## config.mk

```make
export PLATFORM = sky130hd
export DESIGN_NAME = round_robin_job_scheduler_core
export DESIGN_NICKNAME = d
export VERILOG_FILES = /design/src/hdl/rrjs_pkg.sv /design/src/hdl/rrjs_div.sv /design/src/hdl/rrjs_dpath.sv /design/src/hdl/rrjs_ctrl.sv /design/src/hdl/round_robin_job_scheduler_core.sv
export VERILOG_INCLUDE_DIRS = /design/src /design/src/hdl
export SDC_FILE = /design/constraint.sdc
export NUM_CORES = 2
export LEC_CHECK = 0
export BUFFER_PORTS_ARGS = -buffer_cell sky130_fd_sc_hd__buf_2
export CORE_MARGIN = 5
export CORE_UTILIZATION = 55
export CTS_CLUSTER_DIAMETER = 150
export DETAILED_ROUTE_END_ITERATION = 8
export PLACE_DENSITY_LB_ADDON = 0.1
export SYNTH_ARGS = -nofsm -noshare
export SYNTH_HDL_FRONTEND = slang
export SYNTH_SLANG_ARGS = --single-unit
```

## constraint.sdc

```tcl
create_clock -name clk -period 28.6 [get_ports clk]
set_clock_uncertainty 0.2 [all_clocks]
set_input_delay 4.29 -clock clk [delete_from_list [all_inputs] [get_ports clk]]
set_output_delay 4.29 -clock clk [all_outputs]
set_load 0.01 [all_outputs]
```

## src/hdl/round_robin_job_scheduler_core_macros.svh

```systemverilog
// Assertion macros for the round-robin job scheduler core.
// Used by the top level; clk and rst_n must be in scope where expanded.
`ifndef ROUND_ROBIN_JOB_SCHEDULER_CORE_MACROS_SVH
`define ROUND_ROBIN_JOB_SCHEDULER_CORE_MACROS_SVH
`ifndef SYNTHESIS
`define RRJS_ASSERT_IMP(lbl, ante, cons, msg) \
  lbl: assert property (@(posedge clk) disable iff (!rst_n) (ante) |-> (cons)) \
    else $error(msg);
`define RRJS_ASSERT_NXT(lbl, ante, cons, msg) \
  lbl: assert property (@(posedge clk) disable iff (!rst_n) (ante) |=> (cons)) \
    else $error(msg);
`else
`define RRJS_ASSERT_IMP(lbl, ante, cons, msg)
`define RRJS_ASSERT_NXT(lbl, ante, cons, msg)
`endif
`endif

```

## src/hdl/rrjs_pkg.sv

```systemverilog
// Shared types, codes and constants of the round-robin job scheduler.
// No dependencies; used by every module of the block.
`default_nettype none
package rrjs_pkg;

  localparam int QUEUE_DEPTH_DEF = 16;
  localparam int MAX_RESULTS     = 16;
  localparam int LIST_W          = $clog2(MAX_RESULTS + 1);
  localparam int NUM_W           = 47;
  localparam int DEN_W           = 32;
  localparam logic [13:0] HUND_SCALE = 14'd10000;

  localparam logic [1:0] MODE_TICK = 2'd0;
  localparam logic [1:0] MODE_ADD  = 2'd1;
  localparam logic [1:0] MODE_LIST = 2'd2;
  localparam logic [1:0] MODE_NONE = 2'd3;

  localparam logic [2:0] ST_IDLE_TICK  = 3'd0;
  localparam logic [2:0] ST_BUSY_TICK  = 3'd1;
  localparam logic [2:0] ST_JOB_DONE   = 3'd2;
  localparam logic [2:0] ST_ADDED      = 3'd3;
  localparam logic [2:0] ST_FULL       = 3'd4;
  localparam logic [2:0] ST_BAD_LENGTH = 3'd5;
  localparam logic [2:0] ST_LIST_ENTRY = 3'd6;
  localparam logic [2:0] ST_LIST_EMPTY = 3'd7;

  typedef struct packed {
    logic [1:0]  mode;
    logic [15:0] job_id;
    logic [15:0] job_cycles;
  } in_t;

  typedef struct packed {
    logic [2:0]  status;
    logic [31:0] time_now;
    logic [15:0] job_id_out;
    logic [15:0] remaining;
    logic [31:0] elapsed;
    logic [31:0] idle_cycles;
    logic [13:0] idle_hundredths;
    logic        last;
  } out_t;

  typedef struct packed {
    logic [15:0] id;
    logic [31:0] start;
    logic [15:0] total;
    logic [15:0] left;
  } job_t;

  typedef struct packed {
    logic       cap_in;
    logic       rd_en;
    logic       rd_list;
    logic       calc;
    logic       mul;
    logic       div_start;
    logic       list_clr;
    logic       list_step;
    logic       emit;
    logic [2:0] emit_status;
  } cmd_t;

  typedef struct packed {
    logic [1:0] mode;
    logic       count_zero;
    logic       count_full;
    logic       cyc_zero;
    logic       job_done;
    logic       el_zero;
    logic       div_done;
    logic       list_last;
    logic       out_free;
  } stat_t;

endpackage
`default_nettype wire

```

## src/hdl/rrjs_div.sv

```systemverilog
// Restoring divider, one quotient bit per cycle, for the idle percentage.
// Depends on rrjs_pkg for operand widths.
`default_nettype none
module rrjs_div (
  input  wire logic                        clk,
  input  wire logic                        rst_n,
  input  wire logic                        start,
  input  wire logic [rrjs_pkg::NUM_W-1:0]  num,
  input  wire logic [rrjs_pkg::DEN_W-1:0]  den,
  output logic                             done,
  output logic [rrjs_pkg::NUM_W-1:0]       quo
);

  localparam int NW    = rrjs_pkg::NUM_W;
  localparam int DW    = rrjs_pkg::DEN_W;
  localparam int CNT_W = $clog2(NW + 1);

  logic [NW-1:0]    sh_r;
  logic [NW-1:0]    quo_r;
  logic [DW-1:0]    rem_r;
  logic [DW-1:0]    den_r;
  logic [CNT_W-1:0] cnt_r;
  logic             busy_r;
  logic             done_r;

  logic [DW:0]      trial;
  logic [DW:0]      diff;
  logic             fits;
  logic [DW-1:0]    rem_nxt;

  assign trial   = {rem_r, sh_r[NW-1]};
  assign diff    = trial - {1'b0, den_r};
  assign fits    = trial >= {1'b0, den_r};
  // remainder stays below the divisor, so it fits in DW bits
  assign rem_nxt = fits ? diff[DW-1:0] : trial[DW-1:0];

  always_ff @(posedge clk) begin
    if (!rst_n) begin
      busy_r <= 1'b0;
      done_r <= 1'b0;
      cnt_r  <= '0;
    end else begin
      done_r <= 1'b0;
      if (start) begin
        busy_r <= 1'b1;
        cnt_r  <= CNT_W'(NW);
      end else if (busy_r) begin
        cnt_r <= cnt_r - 1'b1;
        if (cnt_r == CNT_W'(1)) begin
          busy_r <= 1'b0;
          done_r <= 1'b1;
        end
      end
    end
  end

  always_ff @(posedge clk) begin
    if (start) begin
      sh_r  <= num;
      den_r <= den;
      rem_r <= '0;
      quo_r <= '0;
    end else if (busy_r) begin
      sh_r  <= {sh_r[NW-2:0], 1'b0};
      rem_r <= rem_nxt;
      quo_r <= {quo_r[NW-2:0], fits};
    end
  end

  assign done = done_r;
  assign quo  = quo_r;

endmodule
`default_nettype wire

```

## src/hdl/rrjs_dpath.sv

```systemverilog
// Datapath: job queue memory, clock, head and count, statistics, output register.
// Depends on rrjs_pkg and rrjs_div; driven by rrjs_ctrl commands.
`default_nettype none
module rrjs_dpath #(
  parameter int QUEUE_DEPTH = rrjs_pkg::QUEUE_DEPTH_DEF
) (
  input  wire logic           clk,
  input  wire logic           rst_n,
  input  wire rrjs_pkg::in_t  in_data,
  input  wire logic           out_stall,
  output logic                out_valid,
  output rrjs_pkg::out_t      out_data,
  input  wire rrjs_pkg::cmd_t cmd,
  output rrjs_pkg::stat_t     stat
);

  localparam int IW = $clog2(QUEUE_DEPTH);
  localparam int CW = $clog2(QUEUE_DEPTH + 1);
  localparam int LW = rrjs_pkg::LIST_W;
  localparam int SW = ((CW > LW) ? CW : LW) + 1;
  localparam logic [SW-1:0] DEPTH_S = SW'(QUEUE_DEPTH);
  localparam logic [CW-1:0] DEPTH_C = CW'(QUEUE_DEPTH);
  localparam logic [IW-1:0] LAST_SLOT = IW'(QUEUE_DEPTH - 1);
  localparam logic [SW-1:0] MAX_S = SW'(rrjs_pkg::MAX_RESULTS);

  function automatic logic [IW-1:0] wrap_slot(input logic [SW-1:0] s);
    return (s >= DEPTH_S) ? IW'(s - DEPTH_S) : IW'(s);
  endfunction

  rrjs_pkg::job_t mem [QUEUE_DEPTH];
  rrjs_pkg::job_t rdata_r;
  rrjs_pkg::job_t wdata;
  rrjs_pkg::in_t  in_r;
  rrjs_pkg::out_t out_r;
  rrjs_pkg::out_t out_nxt;

  logic [31:0]             clock_time_r;
  logic [IW-1:0]           head_r;
  logic [CW-1:0]           count_r;
  logic [LW-1:0]           idx_r;
  logic                    out_valid_r;
  logic [31:0]             el_r;
  logic [31:0]             idle_r;
  logic [15:0]             left_r;
  logic [rrjs_pkg::NUM_W-1:0] num_r;

  logic [IW-1:0]           tail_slot;
  logic [IW-1:0]           list_slot;
  logic [IW-1:0]           raddr;
  logic [IW-1:0]           head_inc;
  logic                    wr_en;
  logic                    tick_adv;
  logic [SW-1:0]           n_lim;
  logic [31:0]             el_calc;
  logic [45:0]             prod_w;
  logic                    div_done;
  logic [rrjs_pkg::NUM_W-1:0] quo;
  logic [13:0]             hund;
  logic                    out_free;

  assign tail_slot = wrap_slot(SW'(head_r) + SW'(count_r));
  assign list_slot = wrap_slot(SW'(head_r) + SW'(idx_r));
  assign raddr     = cmd.rd_list ? list_slot : head_r;
  assign head_inc  = (head_r == LAST_SLOT) ? '0 : head_r + 1'b1;
  assign n_lim     = (SW'(count_r) > MAX_S) ? MAX_S : SW'(count_r);
  assign out_free  = !out_valid_r || !out_stall;

  assign wr_en = cmd.emit && ((cmd.emit_status == rrjs_pkg::ST_BUSY_TICK) ||
                              (cmd.emit_status == rrjs_pkg::ST_ADDED));
  assign tick_adv = cmd.emit && ((cmd.emit_status == rrjs_pkg::ST_IDLE_TICK) ||
                                 (cmd.emit_status == rrjs_pkg::ST_BUSY_TICK) ||
                                 (cmd.emit_status == rrjs_pkg::ST_JOB_DONE));

  always_comb begin
    if (cmd.emit_status == rrjs_pkg::ST_ADDED) begin
      wdata.id    = in_r.job_id;
      wdata.start = clock_time_r;
      wdata.total = in_r.job_cycles;
      wdata.left  = in_r.job_cycles;
    end else begin
      wdata      = rdata_r;
      wdata.left = left_r;
    end
  end

  always_ff @(posedge clk) begin
    if (wr_en) begin
      mem[tail_slot] <= wdata;
    end
    if (cmd.rd_en) begin
      rdata_r <= mem[raddr];
    end
  end

  always_ff @(posedge clk) begin
    if (!rst_n) begin
      clock_time_r <= '0;
      head_r       <= '0;
      count_r      <= '0;
      idx_r        <= '0;
      out_valid_r  <= 1'b0;
    end else begin
      if (tick_adv) begin
        clock_time_r <= clock_time_r + 32'd1;
      end
      if (cmd.emit) begin
        unique case (cmd.emit_status)
          rrjs_pkg::ST_BUSY_TICK: head_r <= head_inc;
          rrjs_pkg::ST_JOB_DONE: begin
            head_r  <= head_inc;
            count_r <= count_r - 1'b1;
          end
          rrjs_pkg::ST_ADDED: count_r <= count_r + 1'b1;
          default: ;
        endcase
      end
      if (cmd.list_clr) begin
        idx_r <= '0;
      end else if (cmd.list_step) begin
        idx_r <= idx_r + 1'b1;
      end
      if (cmd.emit) begin
        out_valid_r <= 1'b1;
      end else if (!out_stall) begin
        out_valid_r <= 1'b0;
      end
    end
  end

  // decrement the head job's cycles and take its statistics
  assign el_calc = clock_time_r - rdata_r.start + 32'd1;
  assign prod_w  = 46'(idle_r) * 46'(rrjs_pkg::HUND_SCALE);

  always_ff @(posedge clk) begin
    if (cmd.cap_in) begin
      in_r <= in_data;
    end
    if (cmd.calc) begin
      el_r   <= el_calc;
      idle_r <= el_calc - 32'(rdata_r.total);
      left_r <= (rdata_r.left == 16'd0) ? 16'd0 : rdata_r.left - 16'd1;
    end
    if (cmd.mul) begin
      num_r <= {1'b0, prod_w} + rrjs_pkg::NUM_W'(el_r[31:1]);
    end
  end

  rrjs_div u_div (
    .clk   (clk),
    .rst_n (rst_n),
    .start (cmd.div_start),
    .num   (num_r),
    .den   (el_r),
    .done  (div_done),
    .quo   (quo)
  );

  // saturate the quotient; a wrapped-to-zero elapsed count gives zero
  assign hund = (el_r == 32'd0) ? 14'd0 :
                (quo > rrjs_pkg::NUM_W'(rrjs_pkg::HUND_SCALE)) ? rrjs_pkg::HUND_SCALE :
                quo[13:0];

  always_comb begin
    out_nxt          = '0;
    out_nxt.status   = cmd.emit_status;
    out_nxt.time_now = clock_time_r;
    out_nxt.last     = 1'b1;
    unique case (cmd.emit_status)
      rrjs_pkg::ST_BUSY_TICK: begin
        out_nxt.job_id_out = rdata_r.id;
        out_nxt.remaining  = left_r;
      end
      rrjs_pkg::ST_JOB_DONE: begin
        out_nxt.job_id_out      = rdata_r.id;
        out_nxt.elapsed         = el_r;
        out_nxt.idle_cycles     = idle_r;
        out_nxt.idle_hundredths = hund;
      end
      rrjs_pkg::ST_ADDED, rrjs_pkg::ST_FULL: begin
        out_nxt.job_id_out = in_r.job_id;
        out_nxt.remaining  = in_r.job_cycles;
      end
      rrjs_pkg::ST_BAD_LENGTH: out_nxt.job_id_out = in_r.job_id;
      rrjs_pkg::ST_LIST_ENTRY: begin
        out_nxt.job_id_out = rdata_r.id;
        out_nxt.remaining  = rdata_r.left;
        out_nxt.last       = stat.list_last;
      end
      default: ;
    endcase
  end

  always_ff @(posedge clk) begin
    if (cmd.emit) begin
      out_r <= out_nxt;
    end
  end

  assign out_valid = out_valid_r;
  assign out_data  = out_r;

  assign stat.mode       = in_r.mode;
  assign stat.count_zero = (count_r == '0);
  assign stat.count_full = (count_r >= DEPTH_C);
  assign stat.cyc_zero   = (in_r.job_cycles == 16'd0);
  assign stat.job_done   = (left_r == 16'd0);
  assign stat.el_zero    = (el_r == 32'd0);
  assign stat.div_done   = div_done;
  assign stat.list_last  = ((SW'(idx_r) + SW'(1)) == n_lim);
  assign stat.out_free   = out_free;

endmodule
`default_nettype wire

```

## src/hdl/rrjs_ctrl.sv

```systemverilog
// Controller state machine: sequences one input item through the datapath.
// Depends on rrjs_pkg; talks to rrjs_dpath through command and status structs.
`default_nettype none
module rrjs_ctrl (
  input  wire logic            clk,
  input  wire logic            rst_n,
  input  wire logic            in_valid,
  output logic                 in_stall,
  input  wire rrjs_pkg::stat_t stat,
  output rrjs_pkg::cmd_t       cmd
);

  localparam logic [3:0] S_IDLE  = 4'd0;
  localparam logic [3:0] S_DEC   = 4'd1;
  localparam logic [3:0] S_RD    = 4'd2;
  localparam logic [3:0] S_CHK   = 4'd3;
  localparam logic [3:0] S_MUL   = 4'd4;
  localparam logic [3:0] S_DIV   = 4'd5;
  localparam logic [3:0] S_EMIT  = 4'd6;
  localparam logic [3:0] S_LRD   = 4'd7;
  localparam logic [3:0] S_LEMIT = 4'd8;

  logic [3:0] state_r;
  logic [3:0] state_nxt;
  logic [2:0] st_r;
  logic [2:0] st_nxt;

  always_comb begin
    state_nxt = state_r;
    st_nxt    = st_r;
    cmd       = '0;
    unique case (state_r)
      S_IDLE: begin
        if (in_valid) begin
          cmd.cap_in = 1'b1;
          state_nxt  = S_DEC;
        end
      end
      S_DEC: begin
        unique case (stat.mode)
          rrjs_pkg::MODE_TICK: begin
            if (stat.count_zero) begin
              st_nxt    = rrjs_pkg::ST_IDLE_TICK;
              state_nxt = S_EMIT;
            end else begin
              cmd.rd_en = 1'b1;
              state_nxt = S_RD;
            end
          end
          rrjs_pkg::MODE_ADD: begin
            // length check takes priority over the full check
            if (stat.cyc_zero) begin
              st_nxt = rrjs_pkg::ST_BAD_LENGTH;
            end else if (stat.count_full) begin
              st_nxt = rrjs_pkg::ST_FULL;
            end else begin
              st_nxt = rrjs_pkg::ST_ADDED;
            end
            state_nxt = S_EMIT;
          end
          rrjs_pkg::MODE_LIST: begin
            if (stat.count_zero) begin
              st_nxt    = rrjs_pkg::ST_LIST_EMPTY;
              state_nxt = S_EMIT;
            end else begin
              cmd.list_clr = 1'b1;
              state_nxt    = S_LRD;
            end
          end
          default: state_nxt = S_IDLE;
        endcase
      end
      S_RD: begin
        cmd.calc  = 1'b1;
        state_nxt = S_CHK;
      end
      S_CHK: begin
        if (!stat.job_done) begin
          st_nxt    = rrjs_pkg::ST_BUSY_TICK;
          state_nxt = S_EMIT;
        end else if (stat.el_zero) begin
          st_nxt    = rrjs_pkg::ST_JOB_DONE;
          state_nxt = S_EMIT;
        end else begin
          cmd.mul   = 1'b1;
          state_nxt = S_MUL;
        end
      end
      S_MUL: begin
        cmd.div_start = 1'b1;
        state_nxt     = S_DIV;
      end
      S_DIV: begin
        if (stat.div_done) begin
          st_nxt    = rrjs_pkg::ST_JOB_DONE;
          state_nxt = S_EMIT;
        end
      end
      S_EMIT: begin
        cmd.emit_status = st_r;
        if (stat.out_free) begin
          cmd.emit  = 1'b1;
          state_nxt = S_IDLE;
        end
      end
      S_LRD: begin
        cmd.rd_en   = 1'b1;
        cmd.rd_list = 1'b1;
        state_nxt   = S_LEMIT;
      end
      S_LEMIT: begin
        cmd.emit_status = rrjs_pkg::ST_LIST_ENTRY;
        if (stat.out_free) begin
          cmd.emit = 1'b1;
          if (stat.list_last) begin
            state_nxt = S_IDLE;
          end else begin
            cmd.list_step = 1'b1;
            state_nxt     = S_LRD;
          end
        end
      end
      default: state_nxt = S_IDLE;
    endcase
  end

  always_ff @(posedge clk) begin
    if (!rst_n) begin
      state_r <= S_IDLE;
      st_r    <= rrjs_pkg::ST_IDLE_TICK;
    end else begin
      state_r <= state_nxt;
      st_r    <= st_nxt;
    end
  end

  assign in_stall = (state_r != S_IDLE);

endmodule
`default_nettype wire

```

## src/hdl/round_robin_job_scheduler_core.sv

```systemverilog
// Round-robin job scheduler core: one item at a time, accept to result register.
// Add, refused add, idle tick and empty list pass decode and emit; a busy tick also reads
// and updates the head job; job done adds a restoring divide for the idle percentage;
// a list emits one result per entry, with one memory read per entry.
// Throughput: the next item is taken in the cycle its predecessor's last result goes valid.
// Reset (rst_n, synchronous): clock, head and count cleared; queue memory is not.
`default_nettype none
`include "round_robin_job_scheduler_core_macros.svh"
module round_robin_job_scheduler_core #(
  parameter int QUEUE_DEPTH = rrjs_pkg::QUEUE_DEPTH_DEF
) (
  input  wire logic           clk,
  input  wire logic           rst_n,
  input  wire logic           in_valid,
  output logic                in_stall,
  input  wire rrjs_pkg::in_t  in_data,
  output logic                out_valid,
  input  wire logic           out_stall,
  output rrjs_pkg::out_t      out_data
);

  rrjs_pkg::cmd_t  cmd;
  rrjs_pkg::stat_t stat;

  rrjs_ctrl u_ctrl (
    .clk      (clk),
    .rst_n    (rst_n),
    .in_valid (in_valid),
    .in_stall (in_stall),
    .stat     (stat),
    .cmd      (cmd)
  );

  rrjs_dpath #(
    .QUEUE_DEPTH (QUEUE_DEPTH)
  ) u_dpath (
    .clk       (clk),
    .rst_n     (rst_n),
    .in_data   (in_data),
    .out_stall (out_stall),
    .out_valid (out_valid),
    .out_data  (out_data),
    .cmd       (cmd),
    .stat      (stat)
  );

  `RRJS_ASSERT_IMP(a_emit_free, cmd.emit, stat.out_free, "result loaded over pending transfer")
  `RRJS_ASSERT_NXT(a_busy_after_accept, in_valid && !in_stall, in_stall, "accept not held off")
  `RRJS_ASSERT_NXT(a_no_back_to_back_emit, cmd.emit, !cmd.emit, "two results in adjacent cycles")

endmodule
`default_nettype wire

```

==> flow_summary.yaml <==
layout:
  drive_gt1_frac: 0.09020
  fillCellCount: 12000
  fin_area_sq_um: 94780
  nets: 7339
  multi_input_area_sq_um: 27680
  seq_area_sq_um: 55260
  area_delta_synth_final_pct: 10.91
worst_setup_path:
  worst_setup_path_end_kind: "flip-flop"
  cp.arrival_ps: 7960
  ff2ff_setup_slack_ps: 21140
  start_kind: "primary input"
  worstPathRequired_ps: 28830
  path_max_fanout: 58
  critPathKind: "primary input to flip-flop"
place:
  dpl.hpwl_um: 132700
  place_congestion: 0.8702
  io_buffers: 185
  place_area_sq_um: 88720
grt:
  antenna_found_initial: 9
  grt_max_degree: 211
  grt_pass1_wl_um: 321600
  grtUsageTotal: 0.2552
  grt_pass1_vias: 52770
  grt-ovfl-total: 0
clock_tree:
  cts_tree: "built"
  clock-sinks: 1887
  h-tree-depth: 4
  clkLatencyLatePin_ps: 820
  cts-root-buf: "clkbuf_16"
  post-cts-setup-buffers: 0
  cts_resized: 0
  clk_pin_slew_ps: 60
  clockBufferDepth: 3
  postCtsHoldBufs: 0
  numCtsBuffers: 189
die:
  die_area_sq_um: 163400
  ioPinCount: 186
  rows: 144
  core_area_sq_um: 154200
  die_w_um: 404.2
  initial_core_util: 0.5541
  die_h_um: 404.2
power_and_ir_drop:
  leakage_uw: 0.03387
  p_sw_uw: 2422
  p_clk_frac: 0.307
  swShare: 0.3072
  pwr_density_cell_nw_per_um2: 83.16
  intPower_uw: 5460
  power_uw: 7882
  ir_worst_vdd_mv: 0.09176
  p_seq_frac: 0.409
  combPwrFrac: 0.284
flow_run:
  maxCapViolCount: 0
routing:
  viasPerCell: 5.935
  first_pass_iters: 5
  postRouteAntennaNets: 0
  drt_iter0_markers: 5355
  wirelength_um: 211600
  vias: 54260
  drcViolationCount: 0
  wl_per_cell_um: 23.15
logic_synthesis:
  netlist.area_leader.share: 0.6135
  synthArstFlopShare: 0
  synthCells: 6811
  ys_seq_area_frac: 0.6465
  synth_edf_count: 1746
  ys_seq_elements: 1887
  synth_nets: 7214
  synth_area_leaders: "edfxtp_1, nand2_1, ha_1, a211oi_1, dfxtp_1"
  synth_top_area_cell: "edfxtp_1"
  avgSynthCellArea_sq_um: 12.55
  ys_types: 91
  yosys_warnings: 0
  synth_area_sq_um: 85460
  ys.flop_type: "edfxtp_1"
  synth_most_common_cell: "edfxtp_1"
  yosys-top-cells-count: "edfxtp_1, nand2_1, a211oi_1, and2_1, clkbuf_1"
status:
  status: "finished, final reports clean"
hold_path:
  min-delay-path-class: "flip-flop to flip-flop"
sta:
  maxSlewHeadroom: 0.1568
  hold_violations: 0
  fin_crit_ps: 7731
  final-setup-viol-count: 0
  fin_crit_sh: 0.2703
  fmax_mhz: 129.3
  rsz0062_at_grt: "no"
  slew_viol_final: 0
  setup_tns_ps: 0
  worst_slew_pin_slew_ps: 1265
sequential cells by signal, indices dropped and copies added (netlist names):
signal,flops
u_ctrl.st_r,3
u_dpath.u_div.sh_r,47
u_dpath.u_div.quo,47
u_dpath.head_r,4
u_dpath.out_data,146
u_dpath.out_valid,1
u_dpath.u_div.busy_r,1
u_dpath.num_r,47
u_dpath.stat,2
u_dpath.idx_r,5
u_dpath.u_div.rem_r,32
u_dpath.mem,1280
u_dpath.u_div.done,1
u_dpath.count_r,5
u_dpath.idle_r,32
u_dpath.in_r,32
u_dpath.rdata_r,80
u_dpath.u_div.cnt_r,6
u_ctrl.state_r,4
u_dpath.u_div.den_r,32
u_dpath.clock_time_r,32
u_dpath.el_r,32
u_dpath.left_r,16
cell usage in the layout (no fill, tap or decap), types with 60 or more instances in the layout:
master / count
edfxtp_1: 1746
nand2_1: 1058
a211oi_1: 418
and2_1: 394
inv_1: 348
a21oi_1: 346
ha_1: 275
nor2_1: 225
clkbuf_16: 196
buf_2: 185
a31oi_1: 179
o21ai_0: 167
a311oi_1: 162
dfxtp_1: 140
xnor2_1: 138
buf_4: 118
fa_1: 90
nor3_1: 71
mux2i_1: 69
xor2_1: 65
a21o_1: 60
worst max-delay path, stage by stage:
cell and delay [ps]:
buf_2 130, and2_0 260, nor3_2 220, buf_4 690, nand3_1 220, nor2_1 200
nand2_1 240, nor2_4 770, buf_4 850
power by group through the flow:
| stage | sequential [uW] | clock, uW | combinational [uW] |
|---|---|---|---|
| floorplan | 3250 | 0 | 1780 |
| global placement | 3280 | 0 | 2190 |
| detailed placement | 3280 | 0 | 2220 |
| CTS | 3220 | 2460 | 2240 |
| global route | 3230 | 2580 | 2530 |
| finish | 3220 | 2420 | 2240 |
path summary, 6_finish.rpt:
path | start | to | cells after the start
min reg2reg | u_ctrl.st_r[0] | u_ctrl.st_r[0] | 2
max reg2reg | u_dpath.idle_r[5] | u_dpath.num_r[38] | 28
min | u_ctrl.st_r[0] | u_ctrl.st_r[0] | 2
max | out_stall | u_dpath.mem[5][43] | 9
stage by stage:
stage | instances | worst slack (ps) | util | hold slack [ps]
after detailed placement | 8789 | 20060 | 0.5752 | 287.9
after CTS | 9139 | 20900 | 0.6145 | 297.8
after global routing | 9139 | 20620 | 0.6145 | 322.3
after global placement | 8789 | 20140 | 0.5752 | 274.9
final | 9142 | 20870 | 0.6146 | 293.3
after floorplan | 6811 | 6421 | - | 243.0
routing by layer:
metal  global-route usage  wire length [um]  vias to the layer above
li1                     -                 -                    25410
met3              0.03918             14070                      300
met4              0.07810              6018                        0
met2               0.4090             99420                     1649
met5                    0                 0                        -
met1               0.3645             92130                    26900
cells by family after synthesis:
logic type | synth area share
AO/OA/AOI/OAI | 0.1200
XOR/XNOR | 0.02123
adder cells (fa/ha/maj) | 0.06134
buffers and inverters | 0.03234
flip-flops | 0.6465
multiplexers | 0.008462
AND/OR/NAND/NOR | 0.1101
layout make-up:
| cell class | instances | share of cell area |
|---|---|---|
| Tap cell | 2044 | 0.02698 |
| Clock buffer | 235 | 0.05361 |
| Antenna cell | 3 | 0.00007920 |
| Multi-Input combinational cell | 4200 | 0.2920 |
| Timing Repair Buffer | 308 | 0.02017 |
| Inverter | 350 | 0.01389 |
| Clock inverter | 115 | 0.01030 |
| Sequential cell | 1887 | 0.5830 |
(Power assumes the default switching activity.)
